===== src/hw/rtl/script_text_tokenizer_assert.svh =====
// Assertion macros for the tokenizer RTL; the packet queue uses them.
`ifndef SCRIPT_TEXT_TOKENIZER_ASSERT_SVH
`define SCRIPT_TEXT_TOKENIZER_ASSERT_SVH
`ifndef NO_ASSERTIONS
`define STT_ASSERT(lbl, prop, msg) \
  lbl: assert property (@(posedge clk) disable iff (rst) prop) else $error(msg);
`define STT_ASSERT_NEVER(lbl, cond, msg) \
  lbl: assert property (@(posedge clk) disable iff (rst) !(cond)) else $error(msg);
`else
`define STT_ASSERT(lbl, prop, msg)
`define STT_ASSERT_NEVER(lbl, cond, msg)
`endif
`endif


===== src/hw/rtl/stt_pkg.sv =====
// Types and constants shared by the script text tokenizer.
`default_nettype none
package stt_pkg;

  localparam logic [2:0] MODE_IDLE    = 3'd0;
  localparam logic [2:0] MODE_SLASH   = 3'd1;
  localparam logic [2:0] MODE_COMMENT = 3'd2;
  localparam logic [2:0] MODE_WORD    = 3'd3;
  localparam logic [2:0] MODE_QUOTE   = 3'd4;

  localparam logic [1:0] KIND_CHAR = 2'd0;
  localparam logic [1:0] KIND_END  = 2'd1;
  localparam logic [1:0] KIND_TEXT = 2'd2;

  localparam logic [1:0] CLASS_WORD  = 2'd0;
  localparam logic [1:0] CLASS_QUOTE = 2'd1;
  localparam logic [1:0] CLASS_PUNCT = 2'd2;

  localparam logic [7:0] CH_NUL     = 8'h00;
  localparam logic [7:0] CH_SPACE   = 8'h20;
  localparam logic [7:0] CH_SLASH   = 8'h2F;
  localparam logic [7:0] CH_NL      = 8'h0A;
  localparam logic [7:0] CH_DQUOTE  = 8'h22;
  localparam logic [7:0] CH_LBRACE  = 8'h7B;
  localparam logic [7:0] CH_RBRACE  = 8'h7D;
  localparam logic [7:0] CH_LPAREN  = 8'h28;
  localparam logic [7:0] CH_RPAREN  = 8'h29;
  localparam logic [7:0] CH_SQUOTE  = 8'h27;
  localparam logic [7:0] CH_COMMA   = 8'h2C;
  localparam logic [7:0] CH_HIGH    = 8'h80;

  localparam int MAX_ITEMS = 4;
  localparam int IDX_W     = $clog2(MAX_ITEMS);
  localparam int CNT_W     = $clog2(MAX_ITEMS + 1);

  localparam int QDEPTH = 4;
  localparam int QPTR_W = $clog2(QDEPTH);
  localparam int QCNT_W = $clog2(QDEPTH + 1);

  typedef struct packed {
    logic [7:0] ch;
    logic [1:0] kind;
    logic [1:0] cls;
  } item_t;

  typedef struct packed {
    item_t [MAX_ITEMS-1:0] items;
    logic [CNT_W-1:0]      count;
  } packet_t;

endpackage
`default_nettype wire


===== src/hw/rtl/stt_front.sv =====
// Front end: takes text bytes, tracks the scan mode and builds result packets.
`default_nettype none
module stt_front (
  input  wire logic            clk,
  input  wire logic            rst,
  input  wire logic            in_valid,
  output logic                 in_stall,
  input  wire logic [7:0]      text_byte,
  input  wire logic            q_full,
  output logic                 push,
  output stt_pkg::packet_t     pkt
);

  logic [2:0]                mode;
  logic [2:0]                mode_next;
  logic [stt_pkg::CNT_W-1:0] cnt;
  logic                      accept;
  logic                      b_space;
  logic                      b_punct;

  function automatic stt_pkg::item_t mk(input logic [7:0] c, input logic [1:0] k,
                                        input logic [1:0] cl);
    stt_pkg::item_t it;
    it.ch   = c;
    it.kind = k;
    it.cls  = cl;
    return it;
  endfunction

  assign in_stall = q_full;
  assign accept   = in_valid && !q_full;
  assign push     = accept && (cnt != '0);

  assign b_space = (text_byte <= stt_pkg::CH_SPACE) || (text_byte >= stt_pkg::CH_HIGH);
  assign b_punct = (text_byte == stt_pkg::CH_LBRACE) || (text_byte == stt_pkg::CH_RBRACE) ||
                   (text_byte == stt_pkg::CH_LPAREN) || (text_byte == stt_pkg::CH_RPAREN) ||
                   (text_byte == stt_pkg::CH_SQUOTE) || (text_byte == stt_pkg::CH_COMMA);

  always_comb begin
    pkt       = '0;
    cnt       = '0;
    mode_next = mode;
    if (text_byte == stt_pkg::CH_NUL) begin
      if (mode == stt_pkg::MODE_WORD) begin
        pkt.items[cnt[stt_pkg::IDX_W-1:0]] = mk(8'h00, stt_pkg::KIND_END, stt_pkg::CLASS_WORD);
        cnt = cnt + 1'b1;
      end else if (mode == stt_pkg::MODE_QUOTE) begin
        pkt.items[cnt[stt_pkg::IDX_W-1:0]] = mk(8'h00, stt_pkg::KIND_END, stt_pkg::CLASS_QUOTE);
        cnt = cnt + 1'b1;
      end else if (mode == stt_pkg::MODE_SLASH) begin
        pkt.items[cnt[stt_pkg::IDX_W-1:0]] =
          mk(stt_pkg::CH_SLASH, stt_pkg::KIND_CHAR, stt_pkg::CLASS_WORD);
        cnt = cnt + 1'b1;
        pkt.items[cnt[stt_pkg::IDX_W-1:0]] = mk(8'h00, stt_pkg::KIND_END, stt_pkg::CLASS_WORD);
        cnt = cnt + 1'b1;
      end
      pkt.items[cnt[stt_pkg::IDX_W-1:0]] = mk(8'h00, stt_pkg::KIND_TEXT, stt_pkg::CLASS_WORD);
      cnt = cnt + 1'b1;
      mode_next = stt_pkg::MODE_IDLE;
    end else begin
      unique case (mode)
        stt_pkg::MODE_SLASH, stt_pkg::MODE_WORD: begin
          if (mode == stt_pkg::MODE_SLASH && text_byte == stt_pkg::CH_SLASH) begin
            mode_next = stt_pkg::MODE_COMMENT;
          end else begin
            if (mode == stt_pkg::MODE_SLASH) begin
              pkt.items[cnt[stt_pkg::IDX_W-1:0]] =
                mk(stt_pkg::CH_SLASH, stt_pkg::KIND_CHAR, stt_pkg::CLASS_WORD);
              cnt = cnt + 1'b1;
            end
            if (b_punct || b_space) begin
              pkt.items[cnt[stt_pkg::IDX_W-1:0]] =
                mk(8'h00, stt_pkg::KIND_END, stt_pkg::CLASS_WORD);
              cnt = cnt + 1'b1;
              if (b_punct) begin
                pkt.items[cnt[stt_pkg::IDX_W-1:0]] =
                  mk(text_byte, stt_pkg::KIND_CHAR, stt_pkg::CLASS_PUNCT);
                cnt = cnt + 1'b1;
                pkt.items[cnt[stt_pkg::IDX_W-1:0]] =
                  mk(8'h00, stt_pkg::KIND_END, stt_pkg::CLASS_PUNCT);
                cnt = cnt + 1'b1;
              end
              mode_next = stt_pkg::MODE_IDLE;
            end else begin
              pkt.items[cnt[stt_pkg::IDX_W-1:0]] =
                mk(text_byte, stt_pkg::KIND_CHAR, stt_pkg::CLASS_WORD);
              cnt = cnt + 1'b1;
              mode_next = stt_pkg::MODE_WORD;
            end
          end
        end
        stt_pkg::MODE_COMMENT: begin
          if (text_byte == stt_pkg::CH_NL) begin
            mode_next = stt_pkg::MODE_IDLE;
          end
        end
        stt_pkg::MODE_QUOTE: begin
          if (text_byte == stt_pkg::CH_DQUOTE) begin
            pkt.items[cnt[stt_pkg::IDX_W-1:0]] =
              mk(8'h00, stt_pkg::KIND_END, stt_pkg::CLASS_QUOTE);
            cnt = cnt + 1'b1;
            mode_next = stt_pkg::MODE_IDLE;
          end else begin
            pkt.items[cnt[stt_pkg::IDX_W-1:0]] =
              mk(text_byte, stt_pkg::KIND_CHAR, stt_pkg::CLASS_QUOTE);
            cnt = cnt + 1'b1;
          end
        end
        default: begin
          if (b_space) begin
            mode_next = stt_pkg::MODE_IDLE;
          end else if (text_byte == stt_pkg::CH_SLASH) begin
            mode_next = stt_pkg::MODE_SLASH;
          end else if (text_byte == stt_pkg::CH_DQUOTE) begin
            mode_next = stt_pkg::MODE_QUOTE;
          end else if (b_punct) begin
            pkt.items[cnt[stt_pkg::IDX_W-1:0]] =
              mk(text_byte, stt_pkg::KIND_CHAR, stt_pkg::CLASS_PUNCT);
            cnt = cnt + 1'b1;
            pkt.items[cnt[stt_pkg::IDX_W-1:0]] =
              mk(8'h00, stt_pkg::KIND_END, stt_pkg::CLASS_PUNCT);
            cnt = cnt + 1'b1;
            mode_next = stt_pkg::MODE_IDLE;
          end else begin
            pkt.items[cnt[stt_pkg::IDX_W-1:0]] =
              mk(text_byte, stt_pkg::KIND_CHAR, stt_pkg::CLASS_WORD);
            cnt = cnt + 1'b1;
            mode_next = stt_pkg::MODE_WORD;
          end
        end
      endcase
    end
    pkt.count = cnt;
  end

  always_ff @(posedge clk) begin
    if (rst) begin
      mode <= stt_pkg::MODE_IDLE;
    end else if (accept) begin
      mode <= mode_next;
    end
  end

endmodule
`default_nettype wire


===== src/hw/rtl/stt_queue.sv =====
// Packet queue between the front end and the output serialiser.
`default_nettype none
`include "script_text_tokenizer_assert.svh"
module stt_queue (
  input  wire logic             clk,
  input  wire logic             rst,
  input  wire logic             push,
  input  wire stt_pkg::packet_t push_pkt,
  output logic                  full,
  input  wire logic             pop,
  output stt_pkg::packet_t      head_pkt,
  output logic                  empty
);

  stt_pkg::packet_t           slots [stt_pkg::QDEPTH];
  logic [stt_pkg::QPTR_W-1:0] wr_ptr;
  logic [stt_pkg::QPTR_W-1:0] rd_ptr;
  logic [stt_pkg::QCNT_W-1:0] count;

  assign full     = (count == stt_pkg::QCNT_W'(stt_pkg::QDEPTH));
  assign empty    = (count == '0);
  assign head_pkt = slots[rd_ptr];

  always_ff @(posedge clk) begin
    if (push) begin
      slots[wr_ptr] <= push_pkt;
    end
  end

  always_ff @(posedge clk) begin
    if (rst) begin
      wr_ptr <= '0;
      rd_ptr <= '0;
      count  <= '0;
    end else begin
      if (push) begin
        wr_ptr <= wr_ptr + 1'b1;
      end
      if (pop) begin
        rd_ptr <= rd_ptr + 1'b1;
      end
      count <= count + stt_pkg::QCNT_W'(push) - stt_pkg::QCNT_W'(pop);
    end
  end

  `STT_ASSERT_NEVER(a_no_overflow, push && full, "Packet pushed into a full queue.")
  `STT_ASSERT_NEVER(a_no_underflow, pop && empty, "Packet popped from an empty queue.")
  `STT_ASSERT(a_count_track, 1'b1 |=> (count == $past(count) + stt_pkg::QCNT_W'($past(push)) - stt_pkg::QCNT_W'($past(pop))), "Queue fill count lost track.")

endmodule
`default_nettype wire


===== src/hw/rtl/stt_back.sv =====
// Back end: hands out the items of the head packet one word per cycle while out_stall is low.
`default_nettype none
module stt_back (
  input  wire logic             clk,
  input  wire logic             rst,
  input  wire stt_pkg::packet_t head_pkt,
  input  wire logic             empty,
  output logic                  pop,
  output logic                  out_valid,
  input  wire logic             out_stall,
  output logic [7:0]            token_char,
  output logic [1:0]            item_kind,
  output logic [1:0]            token_class,
  output logic                  last_of_run
);

  logic [stt_pkg::IDX_W-1:0] idx;
  logic                      take;
  stt_pkg::item_t            cur;

  assign cur         = head_pkt.items[idx];
  assign out_valid   = !empty;
  assign take        = out_valid && !out_stall;
  assign last_of_run = ({1'b0, idx} == (head_pkt.count - 1'b1));
  assign pop         = take && last_of_run;
  assign token_char  = cur.ch;
  assign item_kind   = cur.kind;
  assign token_class = cur.cls;

  always_ff @(posedge clk) begin
    if (rst) begin
      idx <= '0;
    end else if (take) begin
      idx <= last_of_run ? '0 : idx + 1'b1;
    end
  end

endmodule
`default_nettype wire


===== src/hw/rtl/script_text_tokenizer.sv =====
// Top level of the script text tokenizer: front end, packet queue and serialiser.
// Latency: a result word can be taken in the cycle after its byte is accepted.
// Throughput: one text byte per cycle while the queue is not full; the output gives one word
// per cycle while out_stall is low, and up to four packets are queued.
// Input stalls only while the four-entry packet queue is full.
// Reset: synchronous; returns the scan mode to idle and empties the queue.
`default_nettype none
module script_text_tokenizer (
  input  wire logic       clk,
  input  wire logic       rst,
  input  wire logic       in_valid,
  output logic            in_stall,
  input  wire logic [7:0] text_byte,
  output logic            out_valid,
  input  wire logic       out_stall,
  output logic [7:0]      token_char,
  output logic [1:0]      item_kind,
  output logic [1:0]      token_class,
  output logic            last_of_run
);

  stt_pkg::packet_t push_pkt;
  stt_pkg::packet_t head_pkt;
  logic             push;
  logic             pop;
  logic             q_full;
  logic             q_empty;

  stt_front u_front (
    .clk       (clk),
    .rst       (rst),
    .in_valid  (in_valid),
    .in_stall  (in_stall),
    .text_byte (text_byte),
    .q_full    (q_full),
    .push      (push),
    .pkt       (push_pkt)
  );

  stt_queue u_queue (
    .clk      (clk),
    .rst      (rst),
    .push     (push),
    .push_pkt (push_pkt),
    .full     (q_full),
    .pop      (pop),
    .head_pkt (head_pkt),
    .empty    (q_empty)
  );

  stt_back u_back (
    .clk         (clk),
    .rst         (rst),
    .head_pkt    (head_pkt),
    .empty       (q_empty),
    .pop         (pop),
    .out_valid   (out_valid),
    .out_stall   (out_stall),
    .token_char  (token_char),
    .item_kind   (item_kind),
    .token_class (token_class),
    .last_of_run (last_of_run)
  );

endmodule
`default_nettype wire


===== config.mk =====
export PLATFORM = sky130hd
export DESIGN_NAME = script_text_tokenizer
export DESIGN_NICKNAME = d
export VERILOG_FILES = /design/src/hw/rtl/stt_pkg.sv /design/src/hw/rtl/stt_front.sv /design/src/hw/rtl/stt_queue.sv /design/src/hw/rtl/stt_back.sv /design/src/hw/rtl/script_text_tokenizer.sv
export VERILOG_INCLUDE_DIRS = /design/src /design/src/hw/rtl
export SDC_FILE = /design/constraint.sdc
export NUM_CORES = 1
export LEC_CHECK = 0
export ABC_AREA = 1
export ABC_CLOCK_PERIOD_IN_PS = 8100
export BUFFER_PORTS_ARGS = -buffer_cell sky130_fd_sc_hd__buf_2
export CELL_PAD_IN_SITES_DETAIL_PLACEMENT = 1
export CELL_PAD_IN_SITES_GLOBAL_PLACEMENT = 1
export CORE_ASPECT_RATIO = 1.1
export CORE_MARGIN = 5
export CORE_UTILIZATION = 30
export CTS_CLUSTER_SIZE = 14
export DETAILED_ROUTE_END_ITERATION = 8
export PLACE_DENSITY_LB_ADDON = 0.1
export SYNTH_ARGS = -nofsm -noshare
export SYNTH_HDL_FRONTEND = slang
export SYNTH_HIERARCHICAL = 1
export SYNTH_SLANG_ARGS = --single-unit

===== constraint.sdc =====
create_clock -name clk -period 8.1 [get_ports clk]
set_input_delay 0.405 -clock clk [delete_from_list [all_inputs] [get_ports clk]]
set_output_delay 0.405 -clock clk [all_outputs]
set_load 0.005 [all_outputs]

==> impl_metrics.csv, run 1 <==
group,metric,value,unit
worst_hold_path,hold_depth,2,
power,leakagePower,4.36,nW
layout,num-nets-final,1011,
layout,n_antenna_cell,0,
synth,synth_ff_type,"edfxtp_1",
routing,drt_pre_antenna_iters,4,
floorplanning,core_area,33500,um^2
routing,dr_total_vias,6623,
clock_tree,cts_buffer_depth,3,
floorplanning,dieArea,37800,um^2
placement,dp_cells,1389,
layout,finalNonFillerCells,1435,
clock_tree,cts_hold_buf,0,
routing,vias_per_cell,4.62,
grt,grt_max_degree,73,
power,powerDensity,249,nW/um^2
timing,finalSetupViolCount,0,
timing,setup_tns,0,ps
clock_tree,root_buffer,"clkbuf_16",
run,max-cap-violations,0,
worst_setup_path,cp-end-kind,"output pin",
floorplanning,io_pins,27,
power,ir_worst_vdd,0.000136,V
placement,place_hpwl,15900,um
layout,final_cell_mix,"edfxtp_1, nand2_1, inv_1, o21ai_0, nor2_1",
grt,grt_pass1_vias,6772,
clock_tree,cts_made_buffers,26,
clock_tree,htreeDepth,1,
synth,syn-mean-instance-area,10.6,um^2
clock_tree,cts_tree,"yes",
timing,maxSlewViolCount,0,
grt,track_usage,0.134,
synth,yosysSeqAreaShare,0.627,
worst_setup_path,cp.required,7700,ps
clock_tree,cts_setup_buffers,0,
floorplanning,die_w,186,um
routing,wl_per_cell,17.7,um
synth,synth-seq-cells,218,
clock_tree,clkTransAtPathRegs,60,ps
worst_hold_path,worstHoldPathType,"in -> reg",
floorplanning,die_y,204,um
synth,synth_top_cell_by_area,"edfxtp_1",
layout,fillCellCount,3763,
timing,grt_setup_unrepaired,"false",
synth,synth_area,10200,um^2
floorplanning,initial_core_util,0.305,
worst_setup_path,cp.arrival,3590,ps
timing,fin_crit_sh,0.493,
routing,drtAntennaViolNets,0,
synth,synth_top_area_frac,0.600,
timing,timing.fmax,0.251,GHz
layout,syn_to_final_growth,12.0,%
clock_tree,clock_latency,530,ps
timing,tightest_slew,1090,ps
worst_setup_path,reg2regPathDepth,18,
timing,hold_ws,169,ps
grt,overflow,0,
timing,relSlewSlack,0.270,
clock_tree,cts.sinks,218,
grt,antenna_found_initial,0,
layout,drive_above_1_share,0.123,
floorplanning,num_rows,70,
worst_setup_path,crit_fanout,72,
routing,drtIter0Drc,375,
synth,synth_edf_count,204,
routing,drc,0,
placement,gp_congestion,0.730,
clock_tree,cts_resized,0,
synth,yosysWarnings,6,
worst_setup_path,worst-setup-path-type,"reg -> out",
routing,wl,25400,um
synth,synth-async-reset-ratio,0,
outcome,status,"finished, final reports clean",
layout,final_common_cell,"edfxtp_1",
synth,synth_area_leaders,"edfxtp_1, nand2_1, inv_1, o21ai_0, o211ai_1",
synth,yosysUniqueCellTypes,39,
timing,skew,18.2,ps
placement,io_buffers,26,
timing,fin_crit,3990,ps
grt,grt_pass1_wl,39400,um
timing,hold_violations,0,
worst_setup_path,crit_path_start_kind,"flip-flop",
synth,syn_inst,966,
## through the flow
stage,power (mW),area (um^2),setup slack [ps],utilization
finish,2.84,11400,4110,0.342
detailed placement,1.74,10600,4420,0.317
global route,2.99,11400,3800,0.342
CTS,2.90,11400,4030,0.342
floorplan,1.59,10300,4900,-
global placement,1.74,10600,4460,0.317
## cell families (layout without fill, tap and decap cells)
family / after synthesis / after routing / share of synthesized area
xor gates and xnor gates: 2 / 2 / 0.00172
AOI/OAI and AO/OA: 223 / 223 / 0.126
adders and majority gates: 14 / 14 / 0.0179
other: 1 / 13 / 0.000367
DFF: 218 / 218 / 0.627
and+or+nand+nor: 285 / 285 / 0.125
buffers and inverters: 223 / 248 / 0.102
## report_power, final
| part | total, mW | internal [mW] | leakage (nW) | switching (mW) |
|---|---|---|---|---|
| clock network | 1.14 | 0.703 | 0.400 | 0.438 |
| logic | 0.385 | 0.106 | 1.95 | 0.279 |
| registers | 1.32 | 1.29 | 2.01 | 0.0224 |
| total | 2.84 | 2.10 | 4.36 | 0.739 |
## routing by layer
layer / wire length (um) / global-route usage / vias to the layer above / share of wire
met5: 0 / 0 / - / 0
met4: 407 / 0.0279 / 0 / 0.016
met3: 1080 / 0.0205 / 30 / 0.042
met2: 11500 / 0.211 / 95 / 0.45
met1: 12500 / 0.197 / 3228 / 0.49
li1: - / - / 3270 / -
## state kept, by name (all words and copies together) (netlist names), named ones only
register,count
u_queue/slots,204
u_front/mode,3
u_queue/count,3
u_back/idx,2
u_queue/rd_ptr,2
u_queue/wr_ptr,2
## cells in the mapped netlist, types with 2 or more instances
cell type and n:
o31ai_1 2, o211ai_1 51, nand2_1 162, buf_4 19
nand2_2 8, o22ai_1 15, inv_1 154, edfxtp_1 204
dfxtp_1 14, inv_2 11, nand2_4 3, nor2_4 5
o21ai_1 11, a21oi_1 64, nor3_1 10, buf_2 21
ha_1 13, nand3_1 11, nor3_4 2, nor2_1 70
nand3_2 3, o21ai_0 78, buf_6 13, inv_4 2
nor2_2 6
## path summary, 6_finish.rpt
path | slack [ps] | start | to
max | 4110 | flip-flop | token_char[3]
min | 170 | rst | u_front/mode[0]
max reg2reg | 4500 | flip-flop | u_queue/count[2]
min reg2reg | 490 | u_queue/rd_ptr[0] | u_queue/rd_ptr[0]
## critical path, stage by stage (launching register included)
cell      delay, ps
dfxtp_4         750
buf_4           630
buf_4           650
o211ai_1        190
nand2_1         170
nor2_1           70
o22ai_1         370
buf_2           190
## area by class of cell
class / instances / area [um^2] / share of cell area
Clock buffer: 35 / 706 / 0.0617
Clock inverter: 11 / 135 / 0.0118
Inverter: 167 / 632 / 0.0552
Multi-Input combinational cell: 537 / 2810 / 0.246
Sequential cell: 218 / 6410 / 0.561
Tap cell: 432 / 541 / 0.0473
Timing Repair Buffer: 35 / 198 / 0.0173
(Power assumes the default switching activity.)
==> inputs of run 2 (changes only) <==
--- a/config.mk
+++ b/config.mk
@@ -7,7 +7,7 @@
 export NUM_CORES = 1
 export LEC_CHECK = 0
 export ABC_AREA = 1
-export ABC_CLOCK_PERIOD_IN_PS = 8100
+export ABC_CLOCK_PERIOD_IN_PS = 3700
 export BUFFER_PORTS_ARGS = -buffer_cell sky130_fd_sc_hd__buf_2
 export CELL_PAD_IN_SITES_DETAIL_PLACEMENT = 1
 export CELL_PAD_IN_SITES_GLOBAL_PLACEMENT = 1
==> constraint.sdc (replaced) <==
create_clock -name clk -period 3.7 [get_ports clk]
set_input_delay 0.185 -clock clk [delete_from_list [all_inputs] [get_ports clk]]
set_output_delay 0.185 -clock clk [all_outputs]
set_load 0.005 [all_outputs]
==> impl_metrics.csv, run 2 (synthesis gave the netlist of run 1 again) <==
group,metric,value,unit
worst_setup_path,path_cells,"buf_4 > o211ai_1 > nand2_1 > nor2_1 > o22ai_1 > buf_2",
worst_setup_path,worst-setup-path-type,"reg -> out",
routing,drtIter0Drc,280,
worst_setup_path,crit_path_start_kind,"flip-flop",
layout,final_common_cell,"edfxtp_1",
timing,grt_setup_unrepaired,"false",
power,swShare,0.265,
layout,final_core_util,0.345,
layout,top_register,"u_queue/slots",
layout,final_cell_mix,"edfxtp_1, nand2_1, inv_1, o21ai_0, nor2_1",
power,intPower,4.57,mW
clock_tree,cts_buffer_depth,3,
run,max-cap-violations,0,
grt,gr-usage-met3,0.0194,
placement,dp_cells,1391,
layout,num-nets-final,1014,
layout,finalNonFillerCells,1435,
clock_tree,cts_resized,0,
routing,dr_total_vias,6713,
worst_setup_path,cp.arrival,2870,ps
worst_setup_path,crit_fanout,95,
clock_tree,root_buffer,"clkbuf_16",
worst_setup_path,slowest_delay,830,ps
layout,syn_to_final_growth,12.9,%
placement,gp_congestion,0.754,
power,power_frac_clock,0.396,
layout,largest_register_ffs,204,
routing,wl_per_cell,18.0,um
grt,grt_pass1_wl,40400,um
grt,antenna_found_initial,0,
floorplanning,die_y,204,um
placement,place_hpwl,16500,um
floorplanning,core_area,33500,um^2
power,p_seq_frac,0.463,
layout,drive_above_1_share,0.123,
clock_tree,clkTransAtPathRegs,60,ps
grt,busiest_layer,"met2",
clock_tree,cts_made_buffers,26,
floorplanning,io_pins,27,
worst_setup_path,path_delay_family,"buffers and inverters",
worst_setup_path,cp-end-kind,"output pin",
floorplanning,die_w,186,um
timing,maxSlewViolCount,0,
routing,drc,0,
clock_tree,cts_hold_buf,1,
power,p_switching,1.65,mW
floorplanning,dieArea,37800,um^2
worst_hold_path,worstHoldPathType,"in -> reg",
clock_tree,htreeDepth,1,
clock_tree,cts_setup_buffers,0,
placement,io_buffers,26,
timing,finalSetupViolCount,0,
timing,timing.fmax,0.327,GHz
routing,vias_per_cell,4.68,
worst_setup_path,cp.required,3510,ps
outcome,status,"finished, final reports clean",
grt,met1_usage,0.198,
power,powerDensity,539,nW/um^2
timing,fin_crit,3060,ps
routing,wl,25900,um
clock_tree,cts.sinks,218,
timing,hold_violations,0,
grt,grt_max_degree,165,
timing,fin_crit_sh,0.826,
clock_tree,clock_latency,520,ps
worst_setup_path,path_buf_inv,2,
clock_tree,cts_tree,"yes",
floorplanning,initial_core_util,0.305,
power,leakagePower,4.40,nW
power,power_frac_comb,0.141,
worst_setup_path,slowest_stage,"buf_4",
grt,overflow,0,
timing,relSlewSlack,0.230,
routing,drtAntennaViolNets,0,
layout,largestRegisters,"u_queue/slots: 204 flops, u_front/mode: 3 flops, u_queue/count: 3 flops",
grt,grt_pass1_vias,6858,
routing,drt_pre_antenna_iters,4,
timing,skew,19.0,ps
timing,setup_tns,0,ps
layout,n_antenna_cell,0,
grt,track_usage,0.137,
floorplanning,num_rows,70,
power,ir_worst_vdd,0.000295,V
timing,tightest_slew,1150,ps
grt,met2_usage,0.222,
-- run 2: changes by cell type in the layout (fill, tap and decap cells not counted) --
cell | before | now
clkbuf_16 | 27 | 26
buf_12 | 0 | 7
inv_6 | 0 | 1
buf_4 | 9 | 4
clkinv_4 | 0 | 1
clkinv_8 | 0 | 1
clkbuf_1 | 8 | 4
clkinv_2 | 3 | 2
dlygate4sd3_1 | 0 | 1
clkinvlp_4 | 3 | 0
clkinv_1 | 2 | 5
-- run 2: worst paths after layout --
| check | start | endpoint | slack [ps] | cells past startpoint |
|---|---|---|---|---|
| worst max-delay path | flip-flop | token_char[3] | 640 | 6 |
| worst max register to register | u_front/mode[2] | u_queue/slots[1][31] | 770 | 14 |
| worst min-delay path | out_stall | u_back/idx[0] | 60 | 4 |
| worst min register to register | u_queue/rd_ptr[1] | flip-flop | 470 | 2 |
-- run 2: worst min-delay path, cell delays in order --
cell and delay (ps):
buf_2 80, nor2_1 80, xor2_1 140, nor2_1 50
-- run 2: power groups by stage --
stage / clock, mW / sequential [mW] / combinational, mW
finish: 2.46 / 2.88 / 0.875
CTS: 2.55 / 2.88 / 0.906
detailed placement: 0 / 2.93 / 0.900
global placement: 0 / 2.93 / 0.900
global route: 2.66 / 2.89 / 0.989
floorplan: 0 / 2.92 / 0.570
-- run 2: per-stage QoR --
| stage | hold WS, ps | setup slack (ps) | instance area [um^2] | power (mW) |
|---|---|---|---|---|
| after global placement | 452 | 757 | 10700 | 3.83 |
| after floorplan | 254 | 590 | 10300 | 3.49 |
| final | 59.5 | 644 | 11500 | 6.22 |
| after global routing | 93.6 | 335 | 11500 | 6.54 |
| after detailed placement | 456 | 703 | 10700 | 3.83 |
| after CTS | 33.3 | 542 | 11500 | 6.33 |
-- run 2: per-layer routing --
metal,part of all wire,vias up
met5,0,-
met2,0.47,100
met3,0.034,32
li1,-,3274
met4,0.017,0
met1,0.48,3307
-- run 2: cell type report --
| type | count | area (um^2) |
|---|---|---|
| Clock buffer | 30 | 666 |
| Clock inverter | 13 | 153 |
| Fill cell | 3717 | 21900 |
| Inverter | 167 | 632 |
| Multi-Input combinational cell | 537 | 2810 |
| Sequential cell | 218 | 6410 |
| Tap cell | 432 | 541 |
| Timing Repair Buffer | 38 | 310 |
==> inputs of run 3 (changes only) <==
--- a/config.mk
+++ b/config.mk
@@ -6,8 +6,8 @@
 export SDC_FILE = /design/constraint.sdc
 export NUM_CORES = 1
 export LEC_CHECK = 0
-export ABC_AREA = 1
-export ABC_CLOCK_PERIOD_IN_PS = 3700
+export ABC_AREA = 0
+export ABC_CLOCK_PERIOD_IN_PS = 3100
 export BUFFER_PORTS_ARGS = -buffer_cell sky130_fd_sc_hd__buf_2
 export CELL_PAD_IN_SITES_DETAIL_PLACEMENT = 1
 export CELL_PAD_IN_SITES_GLOBAL_PLACEMENT = 1
==> constraint.sdc (replaced) <==
create_clock -name clk -period 3.1 [get_ports clk]
set_input_delay 0.155 -clock clk [delete_from_list [all_inputs] [get_ports clk]]
set_output_delay 0.155 -clock clk [all_outputs]
set_load 0.005 [all_outputs]
==> impl_metrics.csv, run 3 <==
group,metric,value,unit
worst_hold_path,hold_depth,3,
synth,synth_edf_count,204,
layout,largest_register_ffs,204,
routing,vias_per_cell,4.73,
worst_setup_path,worst-setup-path-type,"reg -> reg",
grt,grt_max_degree,49,
routing,dr_total_vias,4764,
grt,track_usage,0.120,
floorplanning,core_area,31300,um^2
grt,gr-usage-met3,0.0205,
routing,wl,21200,um
synth,synth-seq-cells,218,
synth,synth_area,9500,um^2
timing,hold_violations,0,
layout,multi_input_area,2710,um^2
synth,synth_top_family_by_area,"multiplexers",
routing,drt_pre_antenna_iters,4,
floorplanning,num_rows,68,
layout,largestRegisters,"u_queue/slots: 204 flops, u_front/mode: 3 flops, u_queue/count: 3 flops",
layout,fillCellCount,3208,
synth,yosys.area_share.simple,0.0623,
grt,overflow,0,
grt,met2_usage,0.219,
synth,synth_top_cell_by_area,"edfxtp_1",
worst_hold_path,worstHoldPathType,"in -> reg",
synth,syn_inst,516,
synth,yosysWarnings,6,
timing,tightest_slew,814,ps
placement,pre_cts_ws,107,ps
synth,synth_top_area_frac,0.645,
routing,drc,0,
power,powerDensity,627,nW/um^2
synth,yosysUniqueCellTypes,65,
synth,synth_ff_type,"edfxtp_1",
grt,busiest_layer,"met2",
synth,synth_mux_area_frac,0.152,
floorplanning,initial_core_util,0.303,
clock_tree,cts_buffer_depth,3,
synth,synth.most_common_cell,"edfxtp_1",
timing,fin_crit,2980,ps
routing,wl_per_cell,21.1,um
placement,gp_congestion,0.780,
worst_setup_path,cp-end-kind,"flip-flop",
grt,antenna_found_initial,0,
timing,fin_crit_sh,0.963,
grt,met1_usage,0.150,
timing,timing.fmax,0.335,GHz
worst_setup_path,reg2reg_to,"u_queue/count[2]",
layout,num-nets-final,600,
placement,dp_cells,964,
timing,maxSlewViolCount,0,
outcome,status,"finished, final reports clean",
clock_tree,htreeDepth,1,
timing,grt_setup_unrepaired,"true",
synth,synth_compound_area_frac,0.0341,
routing,drtIter0Drc,215,
timing,skew,7.39,ps
worst_setup_path,cp.required,3500,ps
grt,grt_pass1_vias,5460,
routing,drtAntennaViolNets,0,
layout,final_common_cell,"edfxtp_1",
power,finalPower,6.91,mW
worst_setup_path,crit_path_start_kind,"flip-flop",
synth,synthXorXnorAreaFrac,0.00896,
synth,yosysSeqAreaShare,0.675,
grt,grt_pass1_wl,33000,um
timing,relSlewSlack,0.457,
worst_setup_path,crit_fanout,4,
layout,seqCellArea,6410,um^2
clock_tree,cts_made_buffers,25,
timing,finalSetupViolCount,0,
synth,synth-async-reset-ratio,0,
worst_setup_path,cp.arrival,3380,ps
run,max-cap-violations,0,
floorplanning,dieArea,35300,um^2
clock_tree,root_buffer,"clkbuf_16",
layout,finalNonFillerCells,1007,
clock_tree,clock_latency,530,ps
worst_hold_path,hold_end,"u_queue/slots[2][11]",
layout,syn_to_final_growth,16.0,%
worst_setup_path,regToRegSetupSlack,120,ps
worst_hold_path,hp-start,"text_byte[4]",
layout,final_cell_mix,"edfxtp_1, mux4_2, buf_2, clkbuf_16, inv_1",
synth,synthAdderAreaFrac,0.0203,
synth,syn-mean-instance-area,18.4,um^2
layout,top_register,"u_queue/slots",
layout,n_antenna_cell,0,
placement,io_buffers,26,
clock_tree,cts_tree,"yes",
placement,place_hpwl,13200,um
worst_setup_path,reg2regPathDepth,12,
timing,setup_tns,0,ps
floorplanning,die_y,197,um
synth,synth_area_leaders,"edfxtp_1, mux4_2, dfxtp_1, ha_1, mux4_1",
clock_tree,cts.sinks,218,
power,ir_worst_vdd,0.000305,V
timing,fin_ws,116,ps
power,leakagePower,3.62,nW
layout,drive_above_1_share,0.284,
floorplanning,die_w,180,um
floorplanning,io_pins,27,
synth,synth_top_cells_by_count,"edfxtp_1, mux4_2, inv_1",
clock_tree,clkTransAtPathRegs,60,ps
[run 3: cell families (layout without fill, tap and decap cells)]
group	count (synthesis)	in the layout
compound gates	43	43
buf+inv	64	123
fa+ha+maj	15	15
simple gates	103	103
xor+xnor	8	8
flops	218	218
other cells	1	13
mux	64	64
[run 3: area by class of cell]
class                           count  area share
Sequential cell                   218       0.582
Multi-Input combinational cell    246       0.246
Clock buffer                       28      0.0578
Tap cell                          420      0.0477
Timing Repair Buffer               57      0.0443
Clock inverter                     12      0.0129
Inverter                           26     0.00931
[run 3: worst max path at each step]
stage	start	to	slack, ps	cells past startpoint
2_1_floorplan	text_byte[0]	u_queue/slots[1][0]	0.4	11
3_3_place_gp	flip-flop	u_queue/count[2]	160	12
3_5_place_dp	flip-flop	u_queue/count[2]	110	12
4_1_cts	flip-flop	token_char[4]	30	5
5_1_grt	flip-flop	u_queue/count[2]	-20	12
6_report	flip-flop	u_queue/count[2]	120	12
[run 3: routing by layer]
| layer | up-vias | share of wire |
|---|---|---|
| met5 | - | 0 |
| met4 | 0 | 0.018 |
| met3 | 30 | 0.033 |
| met2 | 73 | 0.52 |
| met1 | 2518 | 0.43 |
| li1 | 2143 | - |
[run 3: through the flow]
stage / hold WS [ps] / util / cell area (um^2)
after floorplan: 227 / - / 9560
after CTS: 94.2 / 0.351 / 11000
after detailed placement: 525 / 0.325 / 10200
final: 123 / 0.352 / 11000
after global placement: 509 / 0.325 / 10200
after global routing: 113 / 0.352 / 11000
[run 3: what timing repair did]
item	CTS	global route
gates resized for setup	4	1
setup endpoints to repair	5	4
pin swaps	0	0
hold buffers	2	0
setup buffers	0	1
endpoints found under the hold margin	2	0
[run 3: worst max-delay path: stages, from the launching register on]
cell     delay, ps
dfxtp_4        390
mux4_2         540
inv_2          100
ha_4           210
xor2_1         150
and3_1         170
and2_4         160
ha_1           270
inv_1           40
ha_1           190
fa_1           400
xor3_1         210
nor2_1          40
[run 3: where the power goes]
group,switching (mW),internal [mW]
logic,0.390,0.333
registers,0.0336,3.33
clock network,1.12,1.71
